$ cat config.mk
export PLATFORM = sky130hd
export DESIGN_NAME = led_frame_payload_parser_unit
export DESIGN_NICKNAME = d
export VERILOG_FILES = /design/src/hdl/lfp_pkg.sv /design/src/hdl/lfp_step.sv /design/src/hdl/led_frame_payload_parser_unit.sv
export SDC_FILE = /design/constraint.sdc
export NUM_CORES = 1
export LEC_CHECK = 0
export ABC_AREA = 1
export BUFFER_PORTS_ARGS = -buffer_cell sky130_fd_sc_hd__clkbuf_2
export CAP_MARGIN = 15
export CORE_MARGIN = 5
export CORE_UTILIZATION = 50
export CTS_CLUSTER_DIAMETER = 80
export DETAILED_ROUTE_END_ITERATION = 7
export PLACE_DENSITY = 0.69
export SETUP_SLACK_MARGIN = 0.4
export SYNTH_ARGS = -nofsm -noshare
export SYNTH_HDL_FRONTEND = slang
export SYNTH_SLANG_ARGS = --single-unit
$ cat constraint.sdc
create_clock -name clk -period 3.5 [get_ports clk]
set_input_delay 0.35 -clock clk [delete_from_list [all_inputs] [get_ports clk]]
set_output_delay 0.35 -clock clk [all_outputs]
set_load 0.05 [all_outputs]
$ cat src/hdl/lfp_pkg.sv
// shared types, constants and codes for the led frame payload parser
package lfp_pkg;

  localparam int MAX_FRAMES      = 128;
  localparam int FRAME_BYTES     = 512;
  localparam int PALETTE_ENTRIES = 256;

  localparam logic [2:0] NUM_ENABLES = 3'd7;
  localparam logic [7:0] PALETTE_ON  = 8'd1;

  // write kinds carried on the result word
  localparam logic [2:0] KIND_NONE    = 3'd0;
  localparam logic [2:0] KIND_ENABLE  = 3'd1;
  localparam logic [2:0] KIND_PALETTE = 3'd2;
  localparam logic [2:0] KIND_LENGTH  = 3'd3;
  localparam logic [2:0] KIND_DATA    = 3'd4;

  typedef enum logic [2:0] {
    PH_ENABLES = 3'd0,
    PH_CCOUNT  = 3'd1,
    PH_COLOUR  = 3'd2,
    PH_FCOUNT  = 3'd3,
    PH_LENHI   = 3'd4,
    PH_LENLO   = 3'd5,
    PH_DATA    = 3'd6,
    PH_DONE    = 3'd7
  } phase_t;

  typedef struct packed {
    logic [7:0] payload_byte;
    logic       end_of_write;
  } in_word_t;

  typedef struct packed {
    logic [2:0]  write_kind;
    logic [7:0]  write_index;
    logic [8:0]  write_offset;
    logic [23:0] write_value;
    logic        overflow_flag;
    logic        truncated_flag;
    logic        data_fresh;
  } out_word_t;

  typedef struct packed {
    phase_t      phase;
    logic [2:0]  field_cnt;
    logic [7:0]  colours_left;
    logic [7:0]  palette_slot;
    logic [15:0] partial_colour;
    logic [7:0]  frames_left;
    logic [7:0]  frame_number;
    logic [7:0]  length_high;
    logic [15:0] bytes_left;
    logic [15:0] data_position;
  } parse_state_t;

  localparam parse_state_t STATE_RESET = '{
    phase:          PH_ENABLES,
    field_cnt:      3'd0,
    colours_left:   8'd0,
    palette_slot:   8'd0,
    partial_colour: 16'd0,
    frames_left:    8'd0,
    frame_number:   8'd0,
    length_high:    8'd0,
    bytes_left:     16'd0,
    data_position:  16'd0
  };

endpackage

$ cat src/hdl/lfp_step.sv
// one parse step: current state and one byte give the next state and the result word
module lfp_step (
  input  lfp_pkg::parse_state_t state_cur,
  input  lfp_pkg::in_word_t     item,
  output lfp_pkg::parse_state_t state_nxt,
  output lfp_pkg::out_word_t    result
);

  lfp_pkg::parse_state_t st;
  lfp_pkg::out_word_t    res;
  logic [7:0]  b;
  logic [2:0]  fc_inc;
  logic [15:0] len;
  logic [7:0]  frames_dec;
  logic [15:0] bytes_dec;
  logic        frame_ovf;

  always_comb begin
    b          = item.payload_byte;
    st         = state_cur;
    res        = '0;
    fc_inc     = state_cur.field_cnt + 3'd1;
    len        = {state_cur.length_high, b};
    frames_dec = state_cur.frames_left - 8'd1;
    bytes_dec  = state_cur.bytes_left - 16'd1;
    frame_ovf  = ({1'b0, state_cur.frame_number} >= 9'(lfp_pkg::MAX_FRAMES));

    unique case (state_cur.phase)
      lfp_pkg::PH_ENABLES: begin
        res.write_kind  = lfp_pkg::KIND_ENABLE;
        res.write_index = {5'd0, state_cur.field_cnt};
        res.write_value = {16'd0, b};
        st.field_cnt    = fc_inc;
        if (fc_inc >= lfp_pkg::NUM_ENABLES) begin
          st.field_cnt = 3'd0;
          st.phase     = (b == lfp_pkg::PALETTE_ON) ? lfp_pkg::PH_CCOUNT : lfp_pkg::PH_DONE;
        end
      end
      lfp_pkg::PH_CCOUNT: begin
        st.colours_left   = b;
        st.palette_slot   = 8'd0;
        st.field_cnt      = 3'd0;
        st.partial_colour = 16'd0;
        st.phase          = (b == 8'd0) ? lfp_pkg::PH_FCOUNT : lfp_pkg::PH_COLOUR;
      end
      lfp_pkg::PH_COLOUR: begin
        if (state_cur.field_cnt < 3'd2) begin
          st.partial_colour = {state_cur.partial_colour[7:0], b};
          st.field_cnt      = fc_inc;
        end else begin
          res.write_kind    = lfp_pkg::KIND_PALETTE;
          res.write_index   = state_cur.palette_slot;
          res.write_value   = {state_cur.partial_colour, b};
          res.overflow_flag = ({1'b0, state_cur.palette_slot} >=
                               9'(lfp_pkg::PALETTE_ENTRIES));
          st.palette_slot   = state_cur.palette_slot + 8'd1;
          st.colours_left   = state_cur.colours_left - 8'd1;
          st.field_cnt      = 3'd0;
          st.partial_colour = 16'd0;
          if (st.colours_left == 8'd0) begin
            st.phase = lfp_pkg::PH_FCOUNT;
          end
        end
      end
      lfp_pkg::PH_FCOUNT: begin
        st.frames_left  = b;
        st.frame_number = 8'd0;
        st.phase        = (b == 8'd0) ? lfp_pkg::PH_DONE : lfp_pkg::PH_LENHI;
      end
      lfp_pkg::PH_LENHI: begin
        st.length_high = b;
        st.phase       = lfp_pkg::PH_LENLO;
      end
      lfp_pkg::PH_LENLO: begin
        res.write_kind    = lfp_pkg::KIND_LENGTH;
        res.write_index   = state_cur.frame_number;
        res.write_value   = {8'd0, len};
        res.overflow_flag = frame_ovf;
        st.bytes_left     = len;
        st.data_position  = 16'd0;
        if (len == 16'd0) begin
          st.frame_number = state_cur.frame_number + 8'd1;
          st.frames_left  = frames_dec;
          st.phase        = (frames_dec == 8'd0) ? lfp_pkg::PH_DONE : lfp_pkg::PH_LENHI;
        end else begin
          st.phase = lfp_pkg::PH_DATA;
        end
      end
      lfp_pkg::PH_DATA: begin
        res.write_kind    = lfp_pkg::KIND_DATA;
        res.write_index   = state_cur.frame_number;
        res.write_offset  = state_cur.data_position[8:0];
        res.write_value   = {16'd0, b};
        res.overflow_flag = frame_ovf ||
                            ({1'b0, state_cur.data_position} >= 17'(lfp_pkg::FRAME_BYTES));
        st.data_position  = state_cur.data_position + 16'd1;
        st.bytes_left     = bytes_dec;
        if (bytes_dec == 16'd0) begin
          st.frame_number = state_cur.frame_number + 8'd1;
          st.frames_left  = frames_dec;
          st.phase        = (frames_dec == 8'd0) ? lfp_pkg::PH_DONE : lfp_pkg::PH_LENHI;
        end
      end
      lfp_pkg::PH_DONE: begin
        // extra bytes after a complete structure
      end
      default: begin
      end
    endcase

    if (item.end_of_write) begin
      res.truncated_flag = (st.phase != lfp_pkg::PH_DONE);
      res.data_fresh     = 1'b1;
      st                 = lfp_pkg::STATE_RESET;
    end

    state_nxt = st;
    result    = res;
  end

endmodule

$ cat src/hdl/led_frame_payload_parser_unit.sv
// top level of the led frame payload parser: input register, parse step, result register
// an accepted word is held in the input register, then its parse step result is registered in the result register
// throughput: one word per cycle while out_ready is high, set by the single parse step between the two registers
// the result register and the input register stall together only when out_ready is low
// reset (rst_n low, synchronous) empties both registers and puts the parser in enables phase
module led_frame_payload_parser_unit (
  input  logic                clk,
  input  logic                rst_n,
  input  logic                in_valid,
  output logic                in_ready,
  input  lfp_pkg::in_word_t   in_data,
  output logic                out_valid,
  input  logic                out_ready,
  output lfp_pkg::out_word_t  out_data
);

  // input register: holds the accepted word until the parse step can retire it
  logic                  in_valid_r, in_valid_nxt;
  lfp_pkg::in_word_t     in_word_r, in_word_nxt;

  // parser state, updated when a word moves into the result register
  lfp_pkg::parse_state_t state_r, state_nxt;
  lfp_pkg::parse_state_t step_state;

  // result register
  logic                  out_valid_r, out_valid_nxt;
  lfp_pkg::out_word_t    out_word_r, out_word_nxt;
  lfp_pkg::out_word_t    step_result;

  logic advance;

  lfp_step u_step (
    .state_cur (state_r),
    .item      (in_word_r),
    .state_nxt (step_state),
    .result    (step_result)
  );

  // the held word retires when the result register is empty or being drained
  assign advance  = in_valid_r && (!out_valid_r || out_ready);
  assign in_ready = !in_valid_r || advance;

  always_comb begin
    in_valid_nxt  = in_valid_r;
    in_word_nxt   = in_word_r;
    state_nxt     = state_r;
    out_valid_nxt = out_valid_r;
    out_word_nxt  = out_word_r;

    // result word leaves
    if (out_valid_r && out_ready) begin
      out_valid_nxt = 1'b0;
    end

    // parse step commits its state and its result together
    if (advance) begin
      state_nxt     = step_state;
      out_word_nxt  = step_result;
      out_valid_nxt = 1'b1;
      in_valid_nxt  = 1'b0;
    end

    // new word enters the input register
    if (in_valid && in_ready) begin
      in_word_nxt  = in_data;
      in_valid_nxt = 1'b1;
    end
  end

  always_ff @(posedge clk) begin
    if (!rst_n) begin
      in_valid_r  <= 1'b0;
      out_valid_r <= 1'b0;
      state_r     <= lfp_pkg::STATE_RESET;
    end else begin
      in_valid_r  <= in_valid_nxt;
      out_valid_r <= out_valid_nxt;
      state_r     <= state_nxt;
    end
  end

  // payload registers carry no reset
  always_ff @(posedge clk) begin
    in_word_r  <= in_word_nxt;
    out_word_r <= out_word_nxt;
  end

  assign out_valid = out_valid_r;
  assign out_data  = out_word_r;

endmodule
* After elaboration in Yosys (flattened, before gate mapping)
Cells that the tools add are included.
Storage, ports and cells: word-level logic and storage cells 102, flip-flop bits (word level) 152, output and inout port bits 49
Cells by class: magnitude comparators 4, $add $sub $neg 7, multiplexer cells 31, reductions and logical operators 28, equality and inequality tests 11
Operators by type and width (count):
- $pmux W32 S2 | 2
- $mux W94 | 1
- $pmux W24 S3 | 1
- $mux W16 | 4
- $pmux W16 S3 | 1
- $pmux W11 S4 | 1
- $logic_not A16 Y1 | 2
- $mux W25 | 1
- $logic_not A8 Y1 | 3
- $pmux W3 S7 | 1
- $mux W3 | 6
- $add A16 B1 Y16 const B | 1
- $add A8 B1 Y8 const B | 2
- $ge A16 B10 Y1 const B | 1
- $sub A16 B1 Y16 const B | 1
- $sub A8 B1 Y8 const B | 2
- $mux W10 | 1
- $eq A3 B3 Y1 const B | 3
- $pmux W3 S3 | 1
- $eq A8 B1 Y1 const B | 1
- $ge A8 B8 Y1 const B | 1
- $mux W8 | 1
- $reduce_and A2 Y1 | 4
- $reduce_bool A4 Y1 | 2
- other kinds (20) | 37

* Depth between registers and ports, before layout
depth after elaboration 6, depth in mapped cells 18

* By module
A second synthesis with hierarchy kept.
Unflattened totals: cells, all modules 1539, area total of the unflattened synthesis 9980.8 um2
By module, submodules not included:
- led_frame_payload_parser_unit | area each 5952.0 um2, instances 1, cells an instance 685
- lfp_step | area each 4028.9 um2, instances 1, cells an instance 854

* Worst setup path after synthesis
OpenSTA, ideal clock, no wires.
path type register -> register, start point reg out_valid_r, in the netlist out_valid, end point reg state_r[14] in the netlist's numbering, data arrival time 2701 ps, buffers on the path 0, data required time 3383 ps, clock period less this slack 2818 ps, cell stages (with the launch flop) 11, setup slack 682 ps, path through dfxtp_1 -> nand2_1 -> nand2_1 -> inv_1 -> nand2_4 -> nor4_2 -> nand2_1 -> nor2_1 -> nand2_1 -> o21ai_1 -> a21oi_1
Between the ends: word-level cells in the longest chain between the ends 4
RTL lines:
- start, declared | line led_frame_payload_parser_unit.sv:26 | logic out_valid_r, out_valid_nxt;
- start signal, assigned | line led_frame_payload_parser_unit.sv:77 | out_valid_r <= out_valid_nxt;
- $logic_not A1 Y1 | line led_frame_payload_parser_unit.sv:40 | assign advance = in_valid_r && (!out_valid_r || out_ready);
- $logic_or A1 B1 Y1 | line led_frame_payload_parser_unit.sv:40
- $logic_and A1 B1 Y1 | line led_frame_payload_parser_unit.sv:40
- net advance | line led_frame_payload_parser_unit.sv:30 | logic advance;
- $reduce_and A2 Y1 (no line)
- end signal, assigned | line led_frame_payload_parser_unit.sv:74 | state_r <= lfp_pkg::STATE_RESET;
- end signal, assigned | line led_frame_payload_parser_unit.sv:78 | state_r <= state_nxt;
- end, declared | line led_frame_payload_parser_unit.sv:22 | lfp_pkg::parse_state_t state_r, state_nxt;
The timed path passes the listed nets, and every way through them passes these cells. A chain may end at the register's enable or synchronous reset.

* Worst setup path after layout
start point reg state_r[93] in the netlist's numbering, end point reg state_r[45] in the netlist's numbering
Between the ends: word-level cells in the longest chain between the ends 3
RTL lines:
- $eq A3 B3 Y1 or $eq A3 B2 Y1 (tied branches) | line lfp_step.sv:28 | unique case (state_cur.phase)
- $ne A3 B2 Y1 (no line) (tied with other cells)
- $reduce_and A4 Y1 (no line) or $mux W94 (tied branches)
Several ways; a longest one is shown, not always the timed one.

==> reports/metrics.yaml <==
status: "completed"
seqPwrFrac: 0.472
cts.clk_slew.worst_paths_ps: 60
drt_iter0_drc: 514
fin_nets: 1041
post_cts_buffers: 0
crit_path_frequent_cell: "nand2_1"
crit_arrival_ps: 3110
rsz0062_at_grt: "false"
num_rows: 44
clockPowerShare: 0.431
hold_class: "in2reg"
grt_max_degree: 45
syn_inst: 958
internal-power_w: 0.002923
cpPeakStageDelay_ps: 420
worst_slew_pin_slew_ps: 554.9
fin_skew_ps: 8.580
path_class: "reg2reg"
hpwl_um: 12490
drive_gt1_frac: 0.1488
syn-cell-area_sq_um: 7503
port_buffers: 61
p_switching_w: 0.001130
post_drt_wl_per_cell_um: 14.63
power.leakage_nw: 3.259
drv_slew: 0
async_flop_share: 0
end_kind: "register"
grt_pass1_vias: 6105
seq_area_frac_synth: 0.4802
fin_ws_ps: 739.7
htreeDepth: 4
pwr-share-comb: 0.097
final_cell_mix: "nand2_1, nor2_1, a21oi_1"
critPathLaunchType: "register"
num_vias: 6433
seqCellArea_sq_um: 3603
syn-mean-instance-area_sq_um: 7.832
yosysWarnings: 0
max_slew_margin: 0.6276
wirelength_um: 17730
slowest_stage: "dfxtp_1"
die_x_um: 132.5
powerDensity_nw_per_um2: 476.6
gp_congestion: 0.9028
grt_overflow: 0
cts_buffers: 17
fmax_ghz: 0.3623
multi_input_area_sq_um: 3309
ys_seq_elements: 152
cp_max_fo: 28
finalCriticalPeriod_ps: 2760
crit_required_ps: 3850
synth_cell_type_count: 47
finalCritPeriodShare: 0.7886
p_sw_frac: 0.2788
drc: 0
clock_sinks: 152
start_util: 0.5124
ir_drop_v: 0.0003255
hold_viol: 0
cts_tree: "done"
synth-edff-count: 56
tns_ps: 0
track_usage: 0.2058
grt_pass1_wl_um: 29730
clock_path_buffers: 2
cts_root_buf: "clkbuf_16"
ant_nets: 0
avgViaCountPerCell: 5.308
syn_nets: 984
n_antenna_cell: 0
place_ws_ps: 766.9
ctsResizeCount: 0
antenna_found_initial: 0
drv_cap: 0
core_sq_um: 14640
final_common_cell: "nand2_1"
yosys_most_used_dff: "dfxtp_1"
hold_buffers: 0
clock_latency_ps: 430
setup_violations: 0
fp.dieArea_sq_um: 17560
fill_cells: 1345
syn_to_final_growth_pct: 13.31
cp_cell_sequence: "nand3_1, buf_4, nand2_2, inv_2, nand2_4, nand2_4, nand2_1, nand2_1, inv_1, nand2_2, clkinv_2, nand2_1, nand2_1, a21oi_1"
dr.pass1.iters: 5
ios: 62
fp.dieH_um: 132.5
## metal layers
| metal | up-vias | routed length [um] | track usage | part of all wire |
|---|---|---|---|---|
| met1 | 2933 | 8325 | 0.2799 | 0.47 |
| met3 | 31 | 1057 | 0.05315 | 0.060 |
| met2 | 190 | 8011 | 0.3219 | 0.45 |
| met4 | 0 | 340 | 0.06697 | 0.019 |
| li1 | 3279 | - | - | - |
| met5 | - | 0 | 0 | 0 |
## flip-flops by register name, indices dropped and copies added, names as in the netlist
| signal | cells |
|---|---|
| in_valid_r | 1 |
| in_word_r | 9 |
| out_data | 47 |
| out_valid | 1 |
| state_r | 94 |
## worst max-delay path, delay by kind of cell (launching register included)
family                 cells  cell delay, ps
buffers and inverters      4             770
AND/OR/NAND/NOR            9            1330
flip-flops                 1             420
AO/OA/AOI/OAI              1             140
## synth_stat cells, types with 2 or more instances
cell type	number	area, sq um
o22ai_1	11	68.82
nor2_2	11	68.82
dfxtp_1	96	1922
a21oi_1	104	520.5
buf_2	6	30.03
clkinv_1	2	7.510
nand3b_1	5	37.54
nand2_4	3	33.78
inv_2	13	48.80
inv_1	103	386.6
edfxtp_1	56	1682
nand4_1	6	37.54
nand2_2	7	43.79
xnor2_1	5	43.79
nand3_2	2	20.02
nand2_1	193	724.4
nor4_2	2	25.02
xor2_1	12	105.1
nand3_1	36	180.2
o21ai_0	57	285.3
nor2_4	7	78.83
o21ai_1	11	55.05
o211ai_1	3	22.52
buf_6	3	33.78
nor4_1	2	12.51
a211oi_1	5	37.54
buf_1	6	22.52
a22oi_1	3	22.52
o21ai_2	2	17.52
ha_1	13	162.7
nor3_1	28	140.1
nor2_1	118	442.9
clkbuf_1	13	48.80
## cell families after synthesis
logic type / synth area share
adder cells (fa/ha/maj): 0.02168
buffers and inverters: 0.07871
AND/OR/NAND/NOR: 0.2526
flip-flops: 0.4802
XOR/XNOR: 0.02201
AO/OA/AOI/OAI: 0.1447
## through the flow
stage	hold slack (ps)	cell area [sq um]	util	power, W	cells
after floorplan	440.9	7503	-	0.002248	958
after global placement	452.8	7941	0.5423	0.002337	1180
after detailed placement	458.2	7941	0.5423	0.002340	1180
after CTS	82.70	8502	0.5806	0.004072	1212
after global routing	76.61	8502	0.5806	0.004209	1212
final	93.09	8502	0.5806	0.004052	1212
## cell type report
cell class,count,share of cell area
sequential,152,0.4238
multi-input combinational,658,0.3893
inverter,119,0.05269
clock buffer,18,0.05048
timing repair buffer,67,0.04121
tap,184,0.02708
clock inverter,14,0.01545
## power by group through the flow
stage                     sequential [W]  clock (W)  combinational, W
final                            0.00191    0.00175          0.000394
after global routing             0.00191    0.00186          0.000433
after CTS                        0.00191    0.00177          0.000393
after detailed placement         0.00195          0          0.000391
after global placement           0.00195          0          0.000388
after floorplan                  0.00202          0          0.000226
## worst paths after layout
path	start	to	slack [ps]	cells past startpoint
worst min-delay path	in_data[4]	in_word_r[4]	90	1
worst max register to register	state_r[93]	state_r[45]	740	14
worst max-delay path	state_r[93]	state_r[45]	740	14
worst min register to register	state_r[38]	state_r[38]	470	2
(Power assumes the default switching activity.)
